`config.mk`:
```
export PLATFORM = sky130hd
export DESIGN_NAME = aabb_pairwise_collision_flat
export DESIGN_NICKNAME = d
export VERILOG_FILES = /design/src/sv/aabb_pkg.sv /design/src/sv/aabb_if.sv /design/src/sv/aabb_datapath.sv /design/src/sv/aabb_controller.sv /design/src/sv/aabb_pairwise_collision.sv /design/src/flat_wrapper.sv
export SDC_FILE = /design/constraint.sdc
export NUM_CORES = 1
export LEC_CHECK = 0
export ABC_AREA = 1
export BUFFER_PORTS_ARGS = -buffer_cell sky130_fd_sc_hd__buf_2
export CAP_MARGIN = 10
export CORE_MARGIN = 10
export CORE_UTILIZATION = 40
export CTS_BUF_LIST = sky130_fd_sc_hd__clkbuf_4 sky130_fd_sc_hd__clkbuf_8 sky130_fd_sc_hd__clkbuf_16
export DETAILED_ROUTE_END_ITERATION = 6
export GPL_TIMING_DRIVEN = 1
export PLACE_DENSITY_LB_ADDON = 0.25
export SKIP_LAST_GASP = 1
export SLEW_MARGIN = 20
export SYNTH_ARGS = -nofsm -noshare
export SYNTH_HDL_FRONTEND = slang
export SYNTH_SLANG_ARGS = --single-unit
```
`constraint.sdc`:
```
create_clock -name clk -period 6.1 [get_ports clk]
set_input_delay 1.22 -clock clk [delete_from_list [all_inputs] [get_ports clk]]
set_output_delay 1.22 -clock clk [all_outputs]
set_load 0.03 [all_outputs]
```
`src/sv/aabb_pkg.sv`:
```
// Shared types and constants for the pairwise hitbox collision block.
// Used by the channel interfaces, the controller, the datapath and the top level.
// No dependencies.
package aabb_pkg;

  localparam int MAX_BOXES_DEF = 8;

  localparam int ID_W   = 16;
  localparam int POS_W  = 16;
  localparam int SIZE_W = 16;
  localparam int TEAM_W = 8;
  // Edges and sizes are compared as 18-bit signed values so that no sum overflows.
  localparam int EXT_W  = 18;

  typedef struct packed {
    logic [ID_W-1:0]          entity_id;
    logic signed [POS_W-1:0]  pos_x;
    logic signed [POS_W-1:0]  pos_y;
    logic [SIZE_W-1:0]        box_width;
    logic [SIZE_W-1:0]        box_height;
    logic [TEAM_W-1:0]        team_number;
    logic                     is_solid;
  } box_t;

  typedef struct packed {
    logic load;
    logic start;
    logic step;
    logic finish;
  } cmd_t;

  typedef struct packed {
    logic hit;
    logic pend_valid;
    logic out_free;
    logic pair_last;
  } sts_t;

endpackage

```
`src/sv/aabb_if.sv`:
```
// Valid/ready channel interfaces for hitbox items and collision results.
// Depends on aabb_pkg for field widths.
interface aabb_box_if;
  logic                             valid;
  logic                             ready;
  logic [aabb_pkg::ID_W-1:0]        entity_id;
  logic signed [aabb_pkg::POS_W-1:0] pos_x;
  logic signed [aabb_pkg::POS_W-1:0] pos_y;
  logic [aabb_pkg::SIZE_W-1:0]      box_width;
  logic [aabb_pkg::SIZE_W-1:0]      box_height;
  logic [aabb_pkg::TEAM_W-1:0]      team_number;
  logic                             is_solid;
  logic                             last_box;

  modport source (output valid, entity_id, pos_x, pos_y, box_width, box_height,
                  team_number, is_solid, last_box, input ready);
  modport sink (input valid, entity_id, pos_x, pos_y, box_width, box_height,
                team_number, is_solid, last_box, output ready);
endinterface

interface aabb_hit_if;
  logic                      valid;
  logic                      ready;
  logic [aabb_pkg::ID_W-1:0] first_id;
  logic [aabb_pkg::ID_W-1:0] second_id;
  logic                      hit_valid;
  logic                      overflowed;
  logic                      last_result;

  modport source (output valid, first_id, second_id, hit_valid, overflowed,
                  last_result, input ready);
  modport sink (input valid, first_id, second_id, hit_valid, overflowed,
                last_result, output ready);
endinterface

```
`src/sv/aabb_datapath.sv`:
```
// Datapath: box store, pair indices, overlap comparator, pending hit and output register.
// Depends on aabb_pkg; driven by aabb_controller through cmd_t and reports sts_t.
module aabb_datapath #(
  parameter int MAX_BOXES = aabb_pkg::MAX_BOXES_DEF
) (
  input  logic                      clk,
  input  logic                      rst,
  input  aabb_pkg::cmd_t            cmd,
  input  aabb_pkg::box_t            new_box,
  input  logic                      out_ready,
  output aabb_pkg::sts_t            sts,
  output logic                      out_valid,
  output logic [aabb_pkg::ID_W-1:0] out_first_id,
  output logic [aabb_pkg::ID_W-1:0] out_second_id,
  output logic                      out_hit_valid,
  output logic                      out_overflowed,
  output logic                      out_last_result
);

  localparam int IW = $clog2(MAX_BOXES);
  localparam int CW = $clog2(MAX_BOXES + 1);
  localparam int XW = aabb_pkg::EXT_W;

  aabb_pkg::box_t mem [MAX_BOXES];
  aabb_pkg::box_t rd_a;
  aabb_pkg::box_t rd_b;

  logic [CW-1:0] count;
  logic          overflow;
  logic [IW-1:0] a_idx;
  logic [IW-1:0] b_idx;
  logic          pend_valid;
  logic [aabb_pkg::ID_W-1:0] pend_a_id;
  logic [aabb_pkg::ID_W-1:0] pend_b_id;

  logic not_full;
  logic a_last;
  logic b_last;
  logic signed [XW-1:0] ax, ay, bx, by;
  logic signed [XW-1:0] ax_end, ay_end, bx_end, by_end;
  logic overlap;
  logic eligible;

  assign not_full = count < CW'(MAX_BOXES);
  assign a_last   = (CW'(a_idx) + CW'(1)) == count;
  assign b_last   = (CW'(b_idx) + CW'(1)) == count;

  assign ax = XW'(rd_a.pos_x);
  assign ay = XW'(rd_a.pos_y);
  assign bx = XW'(rd_b.pos_x);
  assign by = XW'(rd_b.pos_y);
  assign ax_end = ax + $signed({2'b00, rd_a.box_width});
  assign ay_end = ay + $signed({2'b00, rd_a.box_height});
  assign bx_end = bx + $signed({2'b00, rd_b.box_width});
  assign by_end = by + $signed({2'b00, rd_b.box_height});

  assign overlap  = (ax < bx_end) && (ax_end > bx) && (ay < by_end) && (ay_end > by);
  assign eligible = (rd_a.entity_id != rd_b.entity_id)
                 && (rd_a.team_number != rd_b.team_number)
                 && rd_a.is_solid && rd_b.is_solid;

  assign sts.hit        = eligible && overlap;
  assign sts.pend_valid = pend_valid;
  assign sts.out_free   = !out_valid || out_ready;
  assign sts.pair_last  = a_last && b_last;

  // Box store: one write port, two registered read ports for the pair under test.
  always_ff @(posedge clk) begin
    if (cmd.load && not_full) begin
      mem[count[IW-1:0]] <= new_box;
    end
    rd_a <= mem[a_idx];
    rd_b <= mem[b_idx];
  end

  always_ff @(posedge clk) begin
    if (rst) begin
      count      <= '0;
      overflow   <= 1'b0;
      a_idx      <= '0;
      b_idx      <= '0;
      pend_valid <= 1'b0;
      out_valid  <= 1'b0;
    end else begin
      if ((cmd.step && sts.hit && pend_valid) || cmd.finish) begin
        out_valid <= 1'b1;
      end else if (out_valid && out_ready) begin
        out_valid <= 1'b0;
      end
      if (cmd.load) begin
        if (not_full) begin
          count <= count + CW'(1);
        end else begin
          overflow <= 1'b1;
        end
      end
      if (cmd.start) begin
        a_idx      <= '0;
        b_idx      <= '0;
        pend_valid <= 1'b0;
      end
      if (cmd.step) begin
        if (sts.hit) begin
          pend_valid <= 1'b1;
        end
        if (b_last) begin
          b_idx <= '0;
          a_idx <= a_idx + IW'(1);
        end else begin
          b_idx <= b_idx + IW'(1);
        end
      end
      if (cmd.finish) begin
        count      <= '0;
        overflow   <= 1'b0;
        pend_valid <= 1'b0;
      end
    end
  end

  // A hit is held back one place so that the final result of the frame can be marked.
  always_ff @(posedge clk) begin
    if (cmd.step && sts.hit) begin
      pend_a_id <= rd_a.entity_id;
      pend_b_id <= rd_b.entity_id;
      if (pend_valid) begin
        out_first_id    <= pend_a_id;
        out_second_id   <= pend_b_id;
        out_hit_valid   <= 1'b1;
        out_last_result <= 1'b0;
        out_overflowed  <= overflow;
      end
    end
    if (cmd.finish) begin
      out_first_id    <= pend_valid ? pend_a_id : '0;
      out_second_id   <= pend_valid ? pend_b_id : '0;
      out_hit_valid   <= pend_valid;
      out_last_result <= 1'b1;
      out_overflowed  <= overflow;
    end
  end

endmodule

```
`src/sv/aabb_controller.sv`:
```
// Controller state machine: frame loading, pair-test sequencing and end-of-frame result.
// Depends on aabb_pkg for the command and status structs.
module aabb_controller (
  input  logic           clk,
  input  logic           rst,
  input  logic           in_valid,
  input  logic           in_last,
  input  aabb_pkg::sts_t sts,
  output logic           in_ready,
  output aabb_pkg::cmd_t cmd
);

  localparam logic [1:0] S_LOAD  = 2'd0;
  localparam logic [1:0] S_READ  = 2'd1;
  localparam logic [1:0] S_TEST  = 2'd2;
  localparam logic [1:0] S_FINAL = 2'd3;

  logic [1:0] state;
  logic [1:0] state_next;

  assign in_ready   = state == S_LOAD;
  assign cmd.load   = in_valid && in_ready;
  assign cmd.start  = cmd.load && in_last;
  // A hit can only retire the pending hit when the output register is free.
  assign cmd.step   = (state == S_TEST) && (!sts.hit || !sts.pend_valid || sts.out_free);
  assign cmd.finish = (state == S_FINAL) && sts.out_free;

  always_comb begin
    state_next = state;
    case (state)
      S_LOAD: begin
        if (cmd.start) state_next = S_READ;
      end
      S_READ: begin
        state_next = S_TEST;
      end
      S_TEST: begin
        if (cmd.step) state_next = sts.pair_last ? S_FINAL : S_READ;
      end
      S_FINAL: begin
        if (cmd.finish) state_next = S_LOAD;
      end
      default: begin
        state_next = S_LOAD;
      end
    endcase
  end

  always_ff @(posedge clk) begin
    if (rst) begin
      state <= S_LOAD;
    end else begin
      state <= state_next;
    end
  end

endmodule

```
`src/sv/aabb_pairwise_collision.sv`:
```
// Pairwise hitbox collision block: a frame of boxes is loaded one per cycle, one transfer
// per box; the transfer marked last_box starts testing every ordered pair (a, b) in load
// order. Each pair is first read from the two-port box store and then tested in the
// comparator, one pair at a time; an output stall can hold the test phase. Results leave
// through an output register, one hit per transfer, or one no-hit result for a frame
// without hits; the last result of the frame carries last_result. Boxes beyond
// MAX_BOXES are dropped and flagged in overflowed. No new box is taken while a frame
// is being tested.
// Depends on aabb_pkg, aabb_if, aabb_controller and aabb_datapath.
module aabb_pairwise_collision #(
  parameter int MAX_BOXES = aabb_pkg::MAX_BOXES_DEF
) (
  input logic         clk,
  input logic         rst,
  aabb_box_if.sink    boxes,
  aabb_hit_if.source  hits
);

  aabb_pkg::cmd_t cmd;
  aabb_pkg::sts_t sts;
  aabb_pkg::box_t new_box;

  assign new_box.entity_id   = boxes.entity_id;
  assign new_box.pos_x       = boxes.pos_x;
  assign new_box.pos_y       = boxes.pos_y;
  assign new_box.box_width   = boxes.box_width;
  assign new_box.box_height  = boxes.box_height;
  assign new_box.team_number = boxes.team_number;
  assign new_box.is_solid    = boxes.is_solid;

  aabb_controller u_ctrl (
    .clk      (clk),
    .rst      (rst),
    .in_valid (boxes.valid),
    .in_last  (boxes.last_box),
    .sts      (sts),
    .in_ready (boxes.ready),
    .cmd      (cmd)
  );

  aabb_datapath #(
    .MAX_BOXES (MAX_BOXES)
  ) u_dp (
    .clk             (clk),
    .rst             (rst),
    .cmd             (cmd),
    .new_box         (new_box),
    .out_ready       (hits.ready),
    .sts             (sts),
    .out_valid       (hits.valid),
    .out_first_id    (hits.first_id),
    .out_second_id   (hits.second_id),
    .out_hit_valid   (hits.hit_valid),
    .out_overflowed  (hits.overflowed),
    .out_last_result (hits.last_result)
  );

  // Loading, stepping and finishing a frame never happen in the same cycle.
  assert property (@(posedge clk) disable iff (rst)
    $onehot0({cmd.load, cmd.step, cmd.finish}))
    else $error("controller issued overlapping commands");

  // A no-hit result is always the only and final result of its frame, with zero ids.
  assert property (@(posedge clk) disable iff (rst)
    hits.valid && !hits.hit_valid |->
      hits.last_result && hits.first_id == '0 && hits.second_id == '0)
    else $error("malformed no-hit result");

  // A pair of boxes with the same entity id is never reported.
  assert property (@(posedge clk) disable iff (rst)
    hits.valid && hits.hit_valid |-> hits.first_id != hits.second_id)
    else $error("hit reported between boxes of the same entity");

  // No box is accepted while pairs are being tested.
  assert property (@(posedge clk) disable iff (rst)
    cmd.step |-> !boxes.ready)
    else $error("box accepted during pair testing");

endmodule
```
`src/flat_wrapper.sv`:
```
// flat-port wrapper written by rule: the top's interface ports become plain ports
module aabb_pairwise_collision_flat 
#(
  parameter int MAX_BOXES = aabb_pkg::MAX_BOXES_DEF
)
  (clk, rst, boxes_valid, boxes_entity_id, boxes_pos_x, boxes_pos_y, boxes_box_width, boxes_box_height, boxes_team_number, boxes_is_solid, boxes_last_box, boxes_ready, hits_valid, hits_first_id, hits_second_id, hits_hit_valid, hits_overflowed, hits_last_result, hits_ready);
  aabb_box_if boxes_i ();
  aabb_hit_if hits_i ();
  input logic clk;
  input logic rst;
  input wire logic [$bits(boxes_i.valid)-1:0] boxes_valid;
  input wire logic [$bits(boxes_i.entity_id)-1:0] boxes_entity_id;
  input wire logic [$bits(boxes_i.pos_x)-1:0] boxes_pos_x;
  input wire logic [$bits(boxes_i.pos_y)-1:0] boxes_pos_y;
  input wire logic [$bits(boxes_i.box_width)-1:0] boxes_box_width;
  input wire logic [$bits(boxes_i.box_height)-1:0] boxes_box_height;
  input wire logic [$bits(boxes_i.team_number)-1:0] boxes_team_number;
  input wire logic [$bits(boxes_i.is_solid)-1:0] boxes_is_solid;
  input wire logic [$bits(boxes_i.last_box)-1:0] boxes_last_box;
  output wire logic [$bits(boxes_i.ready)-1:0] boxes_ready;
  output wire logic [$bits(hits_i.valid)-1:0] hits_valid;
  output wire logic [$bits(hits_i.first_id)-1:0] hits_first_id;
  output wire logic [$bits(hits_i.second_id)-1:0] hits_second_id;
  output wire logic [$bits(hits_i.hit_valid)-1:0] hits_hit_valid;
  output wire logic [$bits(hits_i.overflowed)-1:0] hits_overflowed;
  output wire logic [$bits(hits_i.last_result)-1:0] hits_last_result;
  input wire logic [$bits(hits_i.ready)-1:0] hits_ready;
  assign boxes_i.valid = boxes_valid;
  assign boxes_i.entity_id = boxes_entity_id;
  assign boxes_i.pos_x = boxes_pos_x;
  assign boxes_i.pos_y = boxes_pos_y;
  assign boxes_i.box_width = boxes_box_width;
  assign boxes_i.box_height = boxes_box_height;
  assign boxes_i.team_number = boxes_team_number;
  assign boxes_i.is_solid = boxes_is_solid;
  assign boxes_i.last_box = boxes_last_box;
  assign boxes_ready = boxes_i.ready;
  assign hits_valid = hits_i.valid;
  assign hits_first_id = hits_i.first_id;
  assign hits_second_id = hits_i.second_id;
  assign hits_hit_valid = hits_i.hit_valid;
  assign hits_overflowed = hits_i.overflowed;
  assign hits_last_result = hits_i.last_result;
  assign hits_i.ready = hits_ready;
  aabb_pairwise_collision #(.MAX_BOXES(MAX_BOXES)) u_core (.clk(clk), .rst(rst), .boxes(boxes_i), .hits(hits_i));
endmodule
```
==> impl_metrics.ini, run 1 <==
[status]
status = finished clean

[timing]
fmax_mhz = 215
holdWs_ns = 0.451
relSlewSlack = 0.328
skew_ns = 0.0231
rsz0062_at_grt = false
worst_slew_pin_slew_ns = 1.01
period_minus_slack_ns = 4.66
setup_viol = 0
maxSlewViolCount = 0
hold_viol_final = 0
setup_tns_ns = 0
finalCritPeriodShare = 0.764

[min_path]
min_from = u_core.u_dp.rd_a[75]
min_path_type = flop to flop
holdPathStages = 0
hold_end = u_core.u_dp.pend_a_id[2]

[global_route]
grt_pass1_wl_um = 183000
antenna_found_initial = 24
grt_max_degree = 206
grt-ovfl-total = 0
grt_pass1_vias = 31300
track_usage = 0.182

[logic_synthesis]
synthSimpleGateAreaFrac = 0.0816
synth-main-ff-cell = edfxtp_1
synth_edf_count = 778
yosys_warnings = 0
synth_fp_nets = 4719
yosys.area_share.xor_xnor = 0.0167
syn-cell-area_sq_mm = 0.0452
synth_top_family_by_area = compound AO/OA/AOI/OAI gates
ys_seq_elements = 972
syn-instance-count = 4480
seq_area_frac_synth = 0.603
ys_types = 44
synthAdderAreaFrac = 0.0408
avgSynthCellArea_sq_um = 10.1
synth-compound-area-share = 0.195
async_reset_ff_frac = 0
muxShareOfSynthArea = 0

[worst_setup_path]
r2r-start = u_core.u_dp.by[0]
rr_worst_depth = 26
cp_slowest_stage_delay_ns = 0.42
timing.reg2reg.setup_slack_ns = 1.44
cp.required_ns = 6.42
cp-end-kind = flop
cp_slowest_cell = fa_1
worst-setup-path-type = flop to flop
crit_fanout = 34
cp_common_cell = nand2_1
reg2reg_to = u_core.u_dp.out_first_id[12]
crit_path_start = u_core.u_dp.by[0]
critPathLaunchType = flop
arrival_ns = 4.98

[floorplan]
dieArea_sq_mm = 0.127
die_y_um = 356
core_sq_mm = 0.112
die_w_um = 356
start_util = 0.402
num_rows = 123
ios = 131

[detailed_routing]
firstDrtPassIters = 6
num_vias = 32700
wl_per_cell_um = 19.5
avgViaCountPerCell = 5.38
detail-route-antenna-nets = 0
drcViolationCount = 0
routed_wl_um = 119000
drt_iter0_markers = 3086

[pwr]
seqPwrFrac = 0.494
swShare = 0.234
p_total_mw = 15.2
p_sw_mw = 3.56
power.internal_mw = 11.6
clockPowerShare = 0.418
power_density_mw_per_mm2 = 299
power.leakage_nw = 18.2
pwr-share-comb = 0.088
peakVddDrop_mv = 0.241

[placed_design]
dpl.hpwl_um = 70200
dp_cells = 5878
postPlaceCellArea_sq_mm = 0.0472
routabilityCongestion = 0.848
port_buffers = 130

[clock_network]
numCtsBuffers = 102
h-tree-depth = 3
post_cts_buffers = 0
hold_buffers = 0
clk_pin_slew_ns = 0.06
cts_tree = built
cts-root-buf = clkbuf_16
ctsResizeCount = 0
clkSinkCount = 972
clock_latency_ns = 0.68
clock_path_buffers = 3

[finish]
stdcell_area_sq_mm = 0.0507
nets = 4721
drive_gt1_frac = 0.0895
syn2layout_area_growth_pct = 12.3
stdcell_count = 6077
final_common_cell = edfxtp_1
final_cell_mix = edfxtp_1, o21ai_0, a21oi_1

[flow_run]
drv_cap = 0
## cell usage after synthesis, drive strengths merged, types with 2 or more instances
library cell,instances,share of area
nor3,7,0.00078
nand3,36,0.0044
a21boi,6,0.0010
o211ai,178,0.030
dfxtp,194,0.086
o21a,3,0.00050
a31oi,182,0.025
ha,141,0.039
o21ai,755,0.084
a21o,7,0.0012
xnor2,37,0.0072
edfxtp,778,0.52
xor2,49,0.0095
buf,57,0.0061
o31ai,6,0.0010
o21bai,2,0.00033
nand2,413,0.035
fa,4,0.0018
clkbuf,223,0.019
nand4,16,0.0025
nor2,458,0.038
o2111ai,2,0.00039
or2,2,0.00028
nor4,2,0.00028
inv,458,0.038
a21oi,459,0.051
## how the worst max path moves through the flow
stage                                    to  slack [ns]  cells past startpoint
4_1_cts        u_core.u_dp.out_first_id[12]        1.43                     26
3_5_place_dp    u_core.u_dp.out_first_id[6]        1.47                     26
6_report       u_core.u_dp.out_first_id[12]        1.44                     26
3_3_place_gp   u_core.u_dp.out_second_id[0]        1.54                     26
2_1_floorplan         u_core.u_dp.mem[0][0]       -0.04                      5
5_1_grt        u_core.u_dp.out_first_id[12]        1.07                     26
## state kept, by name (all words and copies together) (netlist names), 2 cells and up
name	flops
u_core.u_dp.ay	16
u_core.u_dp.pend_a_id	16
u_core.u_dp.count	4
u_core.u_dp.out_second_id	16
u_core.u_ctrl.state	2
u_core.u_dp.a_idx	3
u_core.u_dp.pend_b_id	16
u_core.u_dp.out_first_id	16
u_core.u_dp.mem	712
u_core.u_dp.rd_b	57
u_core.u_dp.b_idx	3
u_core.u_dp.bx	16
u_core.u_dp.by	16
u_core.u_dp.ax	16
u_core.u_dp.rd_a	57
## power groups by stage
| stage | sequential, mW | combinational (mW) | clock (mW) |
|---|---|---|---|
| after floorplan | 7.60 | 0.938 | 0 |
| after global placement | 7.63 | 1.33 | 0 |
| after detailed placement | 7.63 | 1.33 | 0 |
| after CTS | 7.49 | 1.34 | 6.47 |
| after global routing | 7.51 | 1.53 | 6.75 |
| final | 7.49 | 1.33 | 6.34 |
## through the flow
stage               worst slack [ns]  utilization
floorplan                    -0.0440            -
global placement                1.54        0.420
detailed placement              1.47        0.420
CTS                             1.43        0.451
global route                    1.07        0.451
finish                          1.44        0.451
## critical path, delay by kind of cell (launching register included)
kind,cells,cell delay [ns]
and+or+nand+nor,15,1.76
DFF,1,0.35
buffers and inverters,4,0.63
xor gates and xnor gates,1,0.14
adders and majority gates,3,0.90
AOI/OAI and AO/OA,3,0.50
## layout make-up
class / instances / area (sq um)
Antenna cell: 6 / 15.0
Clock buffer: 140 / 2920
Clock inverter: 53 / 559
Fill cell: 10500 / 61600
Inverter: 459 / 1740
Multi-Input combinational cell: 2769 / 15100
Sequential cell: 972 / 27300
Tap cell: 1500 / 1880
Timing Repair Buffer: 178 / 1190
## layer usage
metal / vias to the layer above / GRT usage / share of wire
li1: 15900 / - / -
met3: 195 / 0.0293 / 0.058
met1: 15700 / 0.248 / 0.45
met2: 879 / 0.297 / 0.47
met4: 22 / 0.0523 / 0.021
met5: - / 0 / 0.0012
## kinds of logic after synthesis
logic type | Yosys count
AOI/OAI and AO/OA | 1602
buffers and inverters | 739
and+or+nand+nor | 936
DFF | 972
adders and majority gates | 145
xor gates and xnor gates | 86
(Power assumes the default switching activity.)
==> run 2: changes to the inputs <==
==> constraint.sdc (replaced) <==
create_clock -name clk -period 4.5 [get_ports clk]
set_input_delay 0.9 -clock clk [delete_from_list [all_inputs] [get_ports clk]]
set_output_delay 0.9 -clock clk [all_outputs]
set_load 0.03 [all_outputs]
==> run 2 against run 1 <==
  * First-iteration DRC count is 4.1% lower
  * Power rose by 33%
  * Global-route usage shrank 0.093 points
  * Critical path type unchanged
==> impl_metrics.ini, run 2 (synthesis results as in run 1) <==
[timing]
maxSlewViolCount = 0
hold_viol_final = 0
setup_viol = 0
worst_slew_pin_slew_ns = 0.997
period_minus_slack_ns = 4.20
finalCritPeriodShare = 0.934
holdWs_ns = 0.448
skew_ns = 0.0368
fmax_mhz = 238
relSlewSlack = 0.336

[worst_setup_path]
crit_buf_inv = 3
cp.required_ns = 4.89
crit_chain = ha_2 > inv_1 > fa_2 > nor4_2 > nor2_1 > o21ai_2 > a21boi_1 > o21ai_2 > nand3_1 > nand2_1 > xor2_1 > ha_1 > nand2_1 > nor2_1 > and2_1 > nand4_1 > nand4_1 > nand2_1 > nor2_4 > nand4_4 > nand2_1 > nand2_2 > clkinv_4 > clkbuf_16
crit_fanout = 9
path_delay_family = simple AND/OR/NAND/NOR gates
critPathLaunchType = flop
crit_path_start = u_core.u_dp.bx[0]
worst-setup-path-type = flop to flop
cp-end-kind = flop
cp_common_cell = nand2_1
arrival_ns = 4.59
rr_worst_depth = 24
r2r-start = u_core.u_dp.bx[0]
reg2reg_to = u_core.u_dp.out_second_id[12]
timing.reg2reg.setup_slack_ns = 0.30
cp_slowest_cell = fa_2
cp_slowest_stage_delay_ns = 0.37

[flow_run]
drv_cap = 0

[detailed_routing]
drt_iter0_markers = 2961
firstDrtPassIters = 6
wl_per_cell_um = 19.4
num_vias = 32700
drcViolationCount = 0
routed_wl_um = 118000
avgViaCountPerCell = 5.39
detail-route-antenna-nets = 0

[floorplan]
die_w_um = 356
core_sq_mm = 0.112
die_y_um = 356
ios = 131
start_util = 0.402
num_rows = 123
dieArea_sq_mm = 0.127

[global_route]
grt_use_met3 = 0.0332
track_usage = 0.181
grtUsageMet2 = 0.299
grt_pass1_wl_um = 182000
grt_pass1_vias = 31100
grt-ovfl-total = 0
top_usage_layer = met2
antenna_found_initial = 30
met1_usage = 0.241
grt_max_degree = 226

[clock_network]
clkSinkCount = 972
cts-root-buf = clkbuf_16
clk_pin_slew_ns = 0.06
hold_buffers = 0
numCtsBuffers = 99
clock_path_buffers = 3
clock_latency_ns = 0.69
cts_tree = built
h-tree-depth = 3

[finish]
final_cell_mix = edfxtp_1, o21ai_0, a21oi_1
finalCoreUtilization = 0.452
drive_gt1_frac = 0.0910
seq_area_sq_mm = 0.0273
nets = 4725
final_common_cell = edfxtp_1
fill_cells = 10400
syn2layout_area_growth_pct = 12.5
largest_reg_flops = 712
multiInputGateArea_sq_mm = 0.0152

[min_path]
hold_end = u_core.u_dp.pend_b_id[8]
holdPathStages = 0
min_path_type = flop to flop
min_from = u_core.u_dp.rd_b[81]

[pwr]
power_density_mw_per_mm2 = 398
power.leakage_nw = 18.2
peakVddDrop_mv = 0.270

[placed_design]
port_buffers = 130
routabilityCongestion = 0.848
dpl.hpwl_um = 68200

[status]
status = finished clean
run 2: cell types whose count changed in the layout (fill, tap and decap cells not counted), sizes merged:
cell      before  now
buf          178  183
inv          462  461
clkinvlp       3    8
clkbuf       140  142
clkinv        38   31
bufinv         9    5
diode          6    5
run 2: per-stage QoR:
stage | setup WS, ns | setup TNS, ns | std cells | power [mW] | area [sq um]
finish | 0.298 | 0 | 6076 | 20.2 | 50800
global route | -0.0575 | -1.35 | 6073 | 21.1 | 50800
CTS | 0.0183 | 0 | 6065 | 20.4 | 50700
detailed placement | 0.0392 | 0 | 5879 | 12.2 | 47400
global placement | 0.121 | 0 | 5879 | 12.1 | 47400
floorplan | -1.35 | -479.08 | 4480 | 11.6 | 45200
run 2: worst max path at each step:
stage,slack [ns],cells after the start,endpoint
2_1_floorplan,-1.35,6,u_core.u_dp.mem[0][0]
3_3_place_gp,0.12,26,u_core.u_dp.out_second_id[0]
3_5_place_dp,0.04,25,u_core.u_dp.out_second_id[0]
4_1_cts,0.02,26,u_core.u_dp.out_second_id[10]
5_1_grt,-0.06,24,u_core.u_dp.out_first_id[13]
6_report,0.30,24,u_core.u_dp.out_second_id[12]
run 2: where the power goes:
group / total, mW / switching [mW] / internal [mW] / leakage [nW]
Clock: 8.24 / 3.44 / 4.80 / 1.65
Sequential: 10.2 / 0.165 / 10.0 / 8.69
Combinational: 1.84 / 1.15 / 0.684 / 7.90
Total: 20.2 / 4.76 / 15.5 / 18.2
run 2: repair_timing:
action,in CTS,in global routing
hold endpoints to repair,0,0
setup endpoints to repair,0,66
gates resized for setup,0,17
buffers inserted,0,4
run 2: routing by layer:
metal,up-vias,part of all wire
met4,34,0.022
met2,949,0.47
li1,15900,-
met1,15700,0.44
met3,224,0.065
met5,-,0.0018
run 2: final cells by class:
class | count | share of cell area
sequential | 972 | 0.536
multi-input combinational | 2769 | 0.299
clock buffer | 140 | 0.0570
tap | 1500 | 0.0369
inverter | 459 | 0.0343
timing repair buffer | 185 | 0.0278
clock inverter | 46 | 0.00849
antenna | 5 | 0.000246
